### src/rtl/ffud_pkg.sv
// Shared constants, types and helper functions for the form field URL decoder.
`timescale 1ns / 1ps

package ffud_pkg;

  localparam int unsigned MAX_KEY_LENGTH = 8;

  // Result queue depth and the most results one body byte can produce
  localparam int unsigned FIFO_DEPTH = 8;
  localparam int unsigned PTR_W      = $clog2(FIFO_DEPTH);
  localparam int unsigned CNT_W      = $clog2(FIFO_DEPTH + 1);
  localparam int unsigned MAX_ITEMS  = 4;

  // Configuration register indexes
  localparam logic [1:0] REG_KEY_BYTES  = 2'd0;
  localparam logic [1:0] REG_KEY_LENGTH = 2'd1;
  localparam logic [1:0] REG_MAX_LENGTH = 2'd2;

  // Result kinds
  localparam logic [1:0] KIND_VALUE   = 2'd0;
  localparam logic [1:0] KIND_FOUND   = 2'd1;
  localparam logic [1:0] KIND_MISSING = 2'd2;

  // Parser phases
  localparam logic [1:0] PH_MATCH = 2'd0;
  localparam logic [1:0] PH_SKIP  = 2'd1;
  localparam logic [1:0] PH_VALUE = 2'd2;
  localparam logic [1:0] PH_DONE  = 2'd3;

  // Characters
  localparam logic [7:0] CH_PLUS    = 8'h2b;
  localparam logic [7:0] CH_PERCENT = 8'h25;
  localparam logic [7:0] CH_AMP     = 8'h26;
  localparam logic [7:0] CH_EQUAL   = 8'h3d;
  localparam logic [7:0] CH_SPACE   = 8'h20;

  typedef struct packed {
    logic [1:0] kind;
    logic [7:0] value_byte;
    logic       last;
  } ffud_item_t;

  function automatic logic is_hex(input logic [7:0] b);
    return (b >= 8'h30 && b <= 8'h39) || (b >= 8'h61 && b <= 8'h66) ||
           (b >= 8'h41 && b <= 8'h46);
  endfunction

  function automatic logic [3:0] hex_val(input logic [7:0] b);
    logic [3:0] v;
    v = 4'd0;
    if (b >= 8'h30 && b <= 8'h39) begin
      v = b[3:0];
    end else if ((b >= 8'h61 && b <= 8'h66) || (b >= 8'h41 && b <= 8'h46)) begin
      v = b[3:0] + 4'd9;
    end
    return v;
  endfunction

endpackage

### src/rtl/form_field_url_decoder_unit.sv
// Top level: extracts and percent-decodes one field of a URL-encoded form body.
`timescale 1ns / 1ps

// Usage:
// The input channel (in_valid_i / in_stall_o) carries one body byte per
// transaction with last_byte_i marking the final byte of the body. The output
// channel (out_valid_o / out_stall_i) carries result items: decoded value
// bytes (kind 0) and one status item (kind 1 found, kind 2 not found) with
// last_o set at the end of each body.
// A byte lands in an input register, is parsed from there and its zero to
// four results are pushed at once into an eight-entry result queue that
// drains one item per cycle while the receiver does not stall. Throughput
// is one byte per cycle as long as each byte gives at most one result and
// the receiver does not stall; the input register holds while the queue has
// fewer than four free entries, so escape flushes stall the input. Reset
// empties the queue, clears the parser state and loads the default registers
// (key length 4, max value length 32, key zero). When the receiver stalls the
// head item holds and the queue fills until the input stalls too. Registers are
// written through cfg_we_i by the user only while idle; the block does not enforce it.

module form_field_url_decoder_unit (
  input  logic        clk_i,
  input  logic        rst_ni,
  input  logic        cfg_we_i,
  input  logic [1:0]  cfg_index_i,
  input  logic [63:0] cfg_data_i,
  input  logic        in_valid_i,
  output logic        in_stall_o,
  input  logic [7:0]  body_byte_i,
  input  logic        last_byte_i,
  output logic        out_valid_o,
  input  logic        out_stall_i,
  output logic [1:0]  kind_o,
  output logic [7:0]  value_byte_o,
  output logic        last_o
);

  localparam int unsigned NumCand = 5;

  // Configuration
  logic [63:0] key_bytes_q;
  logic [3:0]  key_length_q;
  logic [7:0]  max_len_q;

  // Input register
  logic       in_full_q;
  logic [7:0] byte_q;
  logic       last_q;

  // Parser state
  logic [1:0] phase_q, phase_d;
  logic [3:0] mpos_q, mpos_d;
  logic [1:0] pend_q, pend_d;
  logic [7:0] fhd_q, fhd_d;
  logic [7:0] cnt_q, cnt_d;
  logic       found_q, found_d;

  // Result queue
  ffud_pkg::ffud_item_t fifo_q [ffud_pkg::FIFO_DEPTH];
  logic [ffud_pkg::PTR_W-1:0] wr_ptr_q, rd_ptr_q;
  logic [ffud_pkg::CNT_W-1:0] count_q;

  ffud_pkg::ffud_item_t items [ffud_pkg::MAX_ITEMS];
  logic [2:0] n_push;

  logic fire, in_accept, pop;
  logic [3:0] kl;
  logic [7:0] kb;

  logic       cand_v [NumCand];
  logic [7:0] cand_b [NumCand];

  assign fire       = in_full_q && (count_q <= ffud_pkg::CNT_W'(ffud_pkg::FIFO_DEPTH -
                                                            ffud_pkg::MAX_ITEMS));
  assign in_stall_o = in_full_q && !fire;
  assign in_accept  = in_valid_i && !in_stall_o;
  assign pop        = out_valid_o && !out_stall_i;

  assign kl = (key_length_q > 4'(ffud_pkg::MAX_KEY_LENGTH)) ?
              4'(ffud_pkg::MAX_KEY_LENGTH) : key_length_q;
  assign kb = key_bytes_q[{mpos_q[2:0], 3'b000} +: 8];

  always_comb begin
    logic regular;
    phase_d = phase_q;
    mpos_d  = mpos_q;
    pend_d  = pend_q;
    fhd_d   = fhd_q;
    cnt_d   = cnt_q;
    found_d = found_q;
    regular = 1'b0;
    n_push  = 3'd0;
    for (int i = 0; i < NumCand; i++) begin
      cand_v[i] = 1'b0;
      cand_b[i] = 8'h00;
    end
    for (int i = 0; i < ffud_pkg::MAX_ITEMS; i++) begin
      items[i] = '0;
    end

    unique case (phase_q)
      ffud_pkg::PH_MATCH: begin
        if (byte_q == ffud_pkg::CH_AMP) begin
          mpos_d = 4'd0;
        end else if (mpos_q < kl) begin
          if (byte_q == kb) begin
            mpos_d = mpos_q + 4'd1;
          end else begin
            phase_d = ffud_pkg::PH_SKIP;
          end
        end else if (byte_q == ffud_pkg::CH_EQUAL) begin
          found_d = 1'b1;
          phase_d = ffud_pkg::PH_VALUE;
          pend_d  = 2'd0;
          cnt_d   = 8'd0;
        end else begin
          phase_d = ffud_pkg::PH_SKIP;
        end
      end
      ffud_pkg::PH_SKIP: begin
        if (byte_q == ffud_pkg::CH_AMP) begin
          mpos_d  = 4'd0;
          phase_d = ffud_pkg::PH_MATCH;
        end
      end
      ffud_pkg::PH_VALUE: begin
        regular = 1'b1;
        if (pend_q == 2'd1) begin
          if (ffud_pkg::is_hex(byte_q)) begin
            fhd_d   = byte_q;
            pend_d  = 2'd2;
            regular = 1'b0;
          end else begin
            cand_v[0] = 1'b1;
            cand_b[0] = ffud_pkg::CH_PERCENT;
            pend_d    = 2'd0;
          end
        end else if (pend_q == 2'd2) begin
          cand_v[1] = 1'b1;
          if (ffud_pkg::is_hex(byte_q)) begin
            cand_b[1] = {ffud_pkg::hex_val(fhd_q), ffud_pkg::hex_val(byte_q)};
            regular   = 1'b0;
          end else begin
            cand_v[0] = 1'b1;
            cand_b[0] = ffud_pkg::CH_PERCENT;
            cand_b[1] = fhd_q;
          end
          pend_d = 2'd0;
        end
        if (regular) begin
          if (byte_q == ffud_pkg::CH_AMP) begin
            phase_d = ffud_pkg::PH_DONE;
          end else if (byte_q == ffud_pkg::CH_PLUS) begin
            cand_v[2] = 1'b1;
            cand_b[2] = ffud_pkg::CH_SPACE;
          end else if (byte_q == ffud_pkg::CH_PERCENT) begin
            pend_d = 2'd1;
          end else begin
            cand_v[2] = 1'b1;
            cand_b[2] = byte_q;
          end
        end
      end
      default: begin
        // value finished: ignore the rest of the body
      end
    endcase

    // Flush an escape cut off by the end of the body
    if (last_q && phase_d == ffud_pkg::PH_VALUE) begin
      cand_v[3] = (pend_d != 2'd0);
      cand_b[3] = ffud_pkg::CH_PERCENT;
      cand_v[4] = (pend_d == 2'd2);
      cand_b[4] = fhd_d;
      pend_d    = 2'd0;
    end

    // Pack value bytes in order, dropping those past the length limit
    for (int i = 0; i < NumCand; i++) begin
      if (cand_v[i] && cnt_d < max_len_q) begin
        items[n_push[1:0]] = '{kind: ffud_pkg::KIND_VALUE, value_byte: cand_b[i], last: 1'b0};
        n_push = n_push + 3'd1;
        cnt_d  = cnt_d + 8'd1;
      end
    end

    if (last_q) begin
      items[n_push[1:0]] = '{kind: found_d ? ffud_pkg::KIND_FOUND : ffud_pkg::KIND_MISSING,
                             value_byte: 8'h00, last: 1'b1};
      n_push  = n_push + 3'd1;
      phase_d = ffud_pkg::PH_MATCH;
      mpos_d  = 4'd0;
      pend_d  = 2'd0;
      fhd_d   = 8'h00;
      cnt_d   = 8'd0;
      found_d = 1'b0;
    end
  end

  always_ff @(posedge clk_i or negedge rst_ni) begin
    if (!rst_ni) begin
      key_bytes_q  <= 64'd0;
      key_length_q <= 4'd4;
      max_len_q    <= 8'd32;
    end else if (cfg_we_i) begin
      unique case (cfg_index_i)
        ffud_pkg::REG_KEY_BYTES:  key_bytes_q  <= cfg_data_i;
        ffud_pkg::REG_KEY_LENGTH: key_length_q <= cfg_data_i[3:0];
        ffud_pkg::REG_MAX_LENGTH: max_len_q    <= cfg_data_i[7:0];
        default: begin
          // no register here: drop the write
        end
      endcase
    end
  end

  always_ff @(posedge clk_i or negedge rst_ni) begin
    if (!rst_ni) begin
      in_full_q <= 1'b0;
    end else if (in_accept) begin
      in_full_q <= 1'b1;
    end else if (fire) begin
      in_full_q <= 1'b0;
    end
  end

  always_ff @(posedge clk_i) begin
    if (in_accept) begin
      byte_q <= body_byte_i;
      last_q <= last_byte_i;
    end
  end

  always_ff @(posedge clk_i or negedge rst_ni) begin
    if (!rst_ni) begin
      phase_q <= ffud_pkg::PH_MATCH;
      mpos_q  <= 4'd0;
      pend_q  <= 2'd0;
      fhd_q   <= 8'h00;
      cnt_q   <= 8'd0;
      found_q <= 1'b0;
    end else if (fire) begin
      phase_q <= phase_d;
      mpos_q  <= mpos_d;
      pend_q  <= pend_d;
      fhd_q   <= fhd_d;
      cnt_q   <= cnt_d;
      found_q <= found_d;
    end
  end

  always_ff @(posedge clk_i or negedge rst_ni) begin
    if (!rst_ni) begin
      wr_ptr_q <= '0;
      rd_ptr_q <= '0;
      count_q  <= '0;
    end else begin
      if (fire) begin
        wr_ptr_q <= wr_ptr_q + ffud_pkg::PTR_W'(n_push);
      end
      if (pop) begin
        rd_ptr_q <= rd_ptr_q + ffud_pkg::PTR_W'(1);
      end
      count_q <= count_q + (fire ? ffud_pkg::CNT_W'(n_push) : '0) -
                 ffud_pkg::CNT_W'(pop);
    end
  end

  always_ff @(posedge clk_i) begin
    if (fire) begin
      for (int i = 0; i < ffud_pkg::MAX_ITEMS; i++) begin
        if (3'(i) < n_push) begin
          fifo_q[wr_ptr_q + ffud_pkg::PTR_W'(i)] <= items[i];
        end
      end
    end
  end

  assign out_valid_o  = (count_q != '0);
  assign kind_o       = fifo_q[rd_ptr_q].kind;
  assign value_byte_o = fifo_q[rd_ptr_q].value_byte;
  assign last_o       = fifo_q[rd_ptr_q].last;

  // Checks
  a_no_overflow: assert property (@(posedge clk_i) disable iff (!rst_ni)
    count_q <= ffud_pkg::CNT_W'(ffud_pkg::FIFO_DEPTH))
    else $error("result queue overflow");

  a_value_implies_found: assert property (@(posedge clk_i) disable iff (!rst_ni)
    phase_q == ffud_pkg::PH_VALUE |-> found_q)
    else $error("inside value without a matched key");

  a_escape_in_value: assert property (@(posedge clk_i) disable iff (!rst_ni)
    pend_q != 2'd0 |-> phase_q == ffud_pkg::PH_VALUE)
    else $error("escape pending outside value");

  a_status_form: assert property (@(posedge clk_i) disable iff (!rst_ni)
    out_valid_o && kind_o != ffud_pkg::KIND_VALUE |-> last_o && value_byte_o == 8'h00)
    else $error("malformed status item");

  a_last_clears: assert property (@(posedge clk_i) disable iff (!rst_ni)
    fire && last_q |=> phase_q == ffud_pkg::PH_MATCH && !found_q && cnt_q == 8'd0)
    else $error("state not cleared after end of body");

endmodule
### config.mk
export PLATFORM = sky130hd
export DESIGN_NAME = form_field_url_decoder_unit
export DESIGN_NICKNAME = d
export VERILOG_FILES = /design/src/rtl/ffud_pkg.sv /design/src/rtl/form_field_url_decoder_unit.sv
export SDC_FILE = /design/constraint.sdc
export NUM_CORES = 1
export LEC_CHECK = 0
export BUFFER_PORTS_ARGS = -buffer_cell sky130_fd_sc_hd__buf_4
export CAP_MARGIN = 20
export CORE_UTILIZATION = 55
export CTS_CLUSTER_SIZE = 16
export DETAILED_ROUTE_END_ITERATION = 8
export PLACE_DENSITY = 0.73
export SYNTH_ARGS = -nofsm -noshare
export SYNTH_HDL_FRONTEND = slang
export SYNTH_SLANG_ARGS = --single-unit
export TNS_END_PERCENT = 10
### constraint.sdc
create_clock -name clk_i -period 21.2 [get_ports clk_i]
set_input_delay 4.24 -clock clk_i [delete_from_list [all_inputs] [get_ports clk_i]]
set_output_delay 4.24 -clock clk_i [all_outputs]
set_load 0.005 [all_outputs]
# Word level (Yosys, flattened, before mapping)
# Memories as Yosys holds them, arrays and structs flattened.
# Cells that the tools add are included.
dict set report word_totals {
  register_bits 121
  latchBits 0
  ramBits 88
  mem_bits_ro 0
  in_bits 80
  out_inout_bits 13
  wordCells 249
  n_memories 1
}
# memory depth word_bits read_ports rd_ports_with_merged_regs write_ports line_no
set mem_list {}
lappend mem_list {fifo_q 8 11 1 0 4 form_field_url_decoder_unit.sv:59} ;# ffud_pkg::ffud_item_t fifo_q [ffud_pkg::FIFO_DEPTH];
dict set report classes {
  n_addsub 20
  mul 0
  div 0
  order_cmp 34
  n_eq_ne 16
  shifts 1
  mux 119
  n_bitwise 5
  n_reduce_logical 38
}
# op n
set ops {}
lappend ops {{$bwmux W44} 5}
lappend ops {{$mux W44} 5}
lappend ops {{$mux W8} 21}
lappend ops {{$demux W11 S2} 5}
lappend ops {{$shiftx A64 B7 Y8} 1}
lappend ops {{$mux W11} 5}
lappend ops {{$mux W2} 23}
lappend ops {{$add A8 B1 Y8 const B} 5}
lappend ops {{$lt A8 B8 Y1} 5}
lappend ops {{$mux W4} 10}
lappend ops {{$eq A8 B6 Y1 const B} 4}
lappend ops {{$ge A8 B7 Y1 const B} 4}
lappend ops {{$le A8 B7 Y1 const B} 4}
lappend ops {{$mux W1} 30}
lappend ops {{$mux W24} 1}
lappend ops {{$add A3 B1 Y3 const B} 7}
lappend ops {{$logic_and A1 B1 Y1} 21}
lappend ops {{$mux W3} 7}
lappend ops {{$ge A8 B6 Y1 const B} 2}
lappend ops {{$le A8 B6 Y1 const B} 2}
lappend ops {{$mux W16} 1}
lappend ops {{$ge A3 B3 Y1 const B} 5}
lappend ops {{$lt A3 B1 Y1 const B} 5}
lappend ops {{$not A2 Y3} 5}
lappend ops {{30 further kinds} 50}

# Depth between registers and ports, before layout
dict set report logic_depth {
  ltp_word 31
  depth_mapped 78
  ltp_nobuf 73
}

# Least setup slack after synthesis
# OpenSTA, ideal clock, no wires.
dict set report synth_path {
  path_kind {reg-to-reg}
  start {register byte_q[1]}
  end {memory fifo_q[2][0] in the netlist's numbering, enable pin}
  setup_time_ns 0.309
  t_arrival_ns 14.787
  required_ns 20.891
  setup_slack_ns 6.104
  path_stages_with_launch 75
  path_buffers 8
  synth_period_minus_slack_ns 15.096
  path_cell_list {edfxtp_1 inv_1 ha_1 and3_1 and2_4 nand3_2 clkbuf_1 and2_1 ha_1 a21oi_1 o2111a_1 and4_1 and3_1 clkbuf_1 nand4_1 nor2_1 xor2_1 ha_1 [... 39 more ...] and3_1 and2_1 a32o_1 buf_2 nor2_1 a21o_1 ha_1 and2_1 or4_1 mux2_2 nand2_1 xor2_1 nor2_1 o31ai_4 nand2_4 a21o_1 buf_6 or3b_1}
}
# element line_no
set synth_rtl {}
lappend synth_rtl {{from (decl)} form_field_url_decoder_unit.sv:47} ;# logic [7:0] byte_q;
lappend synth_rtl {{from (signal assigned)} form_field_url_decoder_unit.sv:229} ;# byte_q <= body_byte_i;
lappend synth_rtl {{to (decl)} form_field_url_decoder_unit.sv:59}

==> impl_metrics.yaml <==
job:
  maxCapViolCount: 0
clock_tree:
  htree_levels: 1
  cts_resized: 0
  clock-sinks: 209
  cts_tree: "built"
  insertion_delay_ps: 560
  root_buffer: "clkbuf_16"
  postCtsSetupRepairBufs: 0
  clock_path_buffers: 3
  cts_buffers: 23
  cts_hold_buf: 0
  cts.clk_slew.worst_paths_ps: 70
route:
  drt-met1-wl_mm: 19.6
  vias: 12800
  first_pass_iters: 6
  wl_met2_mm: 21.3
  finalWirelength_mm: 47.4
  ant_nets: 0
  wl_per_cell_um: 24.4
  top_layer: "met5"
  wl_met3_mm: 4.82
  vias_per_cell: 6.61
  drcViolationCount: 0
  drt-initial-drc-count: 1614
setup_path:
  ff2ff_path_depth: 62
  crit_path_end: "fifo_q[7][4]"
  cp.depth: 62
  r2r_start: "mpos_q[1]"
  required_ps: 21510
  cp_data_arrival_time_ps: 19090
  critical_path_class: "register to register"
  cp_slowest_cell: "o31ai_4"
  worst_path_most_repeated_cell: "ha_1"
  critPathBufInv: 4
  critPathMaxFanout: 20
  cp-startpoint: "mpos_q[1]"
  worst_setup_path_start_kind: "register"
  r2r_slack_ps: 2420
  cp_top_family: "compound AO/OA/AOI/OAI gates"
  critPathCaptureType: "register"
  slowest_delay_ps: 920
  r2r-end: "fifo_q[7][4]"
yosys:
  synth_area_leader_cell: "edfxtp_1"
  synthTopCellsByCount: "nor2_1 (144), mux2_2 (131), dfrtp_1 (110)"
  synth_edf_count: 97
  avgSynthCellArea_um2: 10.3
  postSynthCellCount: 1493
  syn_area_um2: 15400
  yosysWarnings: 0
  synth.ff_latch_count: 209
  synth_nets: 1651
  ys_seq_area_share_pct: 37.0
  synthArstFlopShare_pct: 53.6
  synth_ff_type: "dfrtp_1"
  ys_top_cells_by_area: "edfxtp_1 (19%), dfrtp_1 (18%), mux2_2 (9.6%)"
  synth.top_cell.area_share_pct: 18.9
  yosysMostFrequentCell: "nor2_1"
  synth.distinct_cells: 103
sta:
  whs_ps: 499
  tns_ps: 0
  maxSlewViolCount: 0
  fin_crit_sh_pct: 88.6
  rsz0062_at_grt: "false"
  finClkSkew_ps: 24.4
  setup_viol: 0
  tightest_slew_ps: 1210
  hold_viol_final: 0
  fmax_ghz: 0.0532
  min_period_ps: 18780
  slew-limit-headroom_pct: 19.0
global_route:
  grt_max_degree: 65
  track_usage_pct: 33.2
  grt_remaining_overflow: 0
  grt_pass1_vias: 12300
  grt_pass1_wl_mm: 72.6
  antenna_found_initial: 1
power:
  power.total_mw: 1.36
  p_leak_nw: 7.16
  power_density_nw_per_um2: 79.3
  peakVddDrop_uv: 83.2
placement:
  dp_hpwl_mm: 35.3
  io_buffers: 92
  gp_congestion: 0.991
  placed_area_um2: 16400
final_layout:
  antennaDiodeCount: 0
  area_delta_synth_final_pct: 10.8
  layout-drive-gt1-share_pct: 24.3
  layout.nets: 1710
  design_area_um2: 17100
floorplanning:
  core_area_um2: 27300
  die_h_um: 170
  io_pins: 93
  die_area_um2: 28700
  rows: 60
  start_util_pct: 56.6
  die_w_um: 170
run_status:
  status: "complete, no violations"
worst_hold_path:
  hp-class: "register to register"
worst reg2reg max path, delay by kind of cell (launching register included):
family                     cells  cell delay [ps]
AOI/OAI and AO/OA             21             7040
muxes                          2             1050
buffers and inverters          4              850
adders and majority gates      7             1890
DFF                            1              910
and+or+nand+nor               24             5700
xor gates and xnor gates       4             1140
power by group:
group          switching (mW)  leakage (nW)  internal (mW)
combinational           0.226          4.47          0.195
clock                   0.175         0.353          0.212
sequential             0.0667          2.33          0.481
total                   0.467          7.16          0.888
metrics by stage:
stage          cells  util, %  worst slack [ps]
3_5_place_dp    1895     60.0              2840
6_report        1941     62.8              2420
5_1_grt         1941     62.8               869
3_3_place_gp    1894     60.0              3550
2_1_floorplan   1493        -              6100
4_1_cts         1937     62.6              2780
layout make-up:
type	count	area, um^2
clock inverters	14	93.8
well taps	372	465
flip-flops and latches	209	5720
inverters	69	264
repair buffers	114	860
clock buffers	28	626
multi-input cells	1135	9070
fillers	2223	10200
routing by layer:
| layer | track usage, % | vias up |
|---|---|---|
| met1 | 46.1 | 6240 |
| met5 | 0 | - |
| met3 | 6.60 | 108 |
| met4 | 11.1 | 2 |
| li1 | - | 5790 |
| met2 | 52.1 | 695 |
sequential cells by signal, summed over array words and instances (netlist names):
name / flops
byte_q: 8
count_q: 4
mpos_q: 4
key_bytes_q: 64
fhd_q: 8
found_q: 1
wr_ptr_q: 3
pend_q: 2
max_len_q: 8
last_q: 1
key_length_q: 4
rd_ptr_q: 3
phase_q: 2
cnt_q: 8
fifo_q: 88
in_full_q: 1
cells in the final DEF, fill, tap and decap left out, types with 48 or more instances in the layout:
| cell | instances |
|---|---|
| buf_4 | 113 |
| nand3_1 | 48 |
| edfxtp_1 | 97 |
| dfrtp_1 | 110 |
| ha_1 | 76 |
| a21oi_1 | 65 |
| nand2_1 | 89 |
| mux2_2 | 131 |
| nor2_1 | 144 |
| inv_1 | 65 |
worst min-delay path by stage:
stage,startpoint,endpoint,cells after the start
floorplan,cnt_q[1],cnt_q[1],2
global placement,cnt_q[1],cnt_q[1],2
detailed placement,cnt_q[1],cnt_q[1],2
CTS,cnt_q[1],cnt_q[1],2
global route,cnt_q[1],cnt_q[1],2
finish,cnt_q[1],cnt_q[1],2
logic make-up (layout without fill, tap and decap cells):
group,Yosys count,count (layout),share of synthesized area (%)
buf+inv,149,225,4.19
compound gates,329,329,16.1
mux,216,216,18.3
xor+xnor,50,50,2.93
flops,209,209,37.0
fa+ha+maj,78,78,6.42
simple gates,462,462,15.0
(Power assumes the default switching activity.)
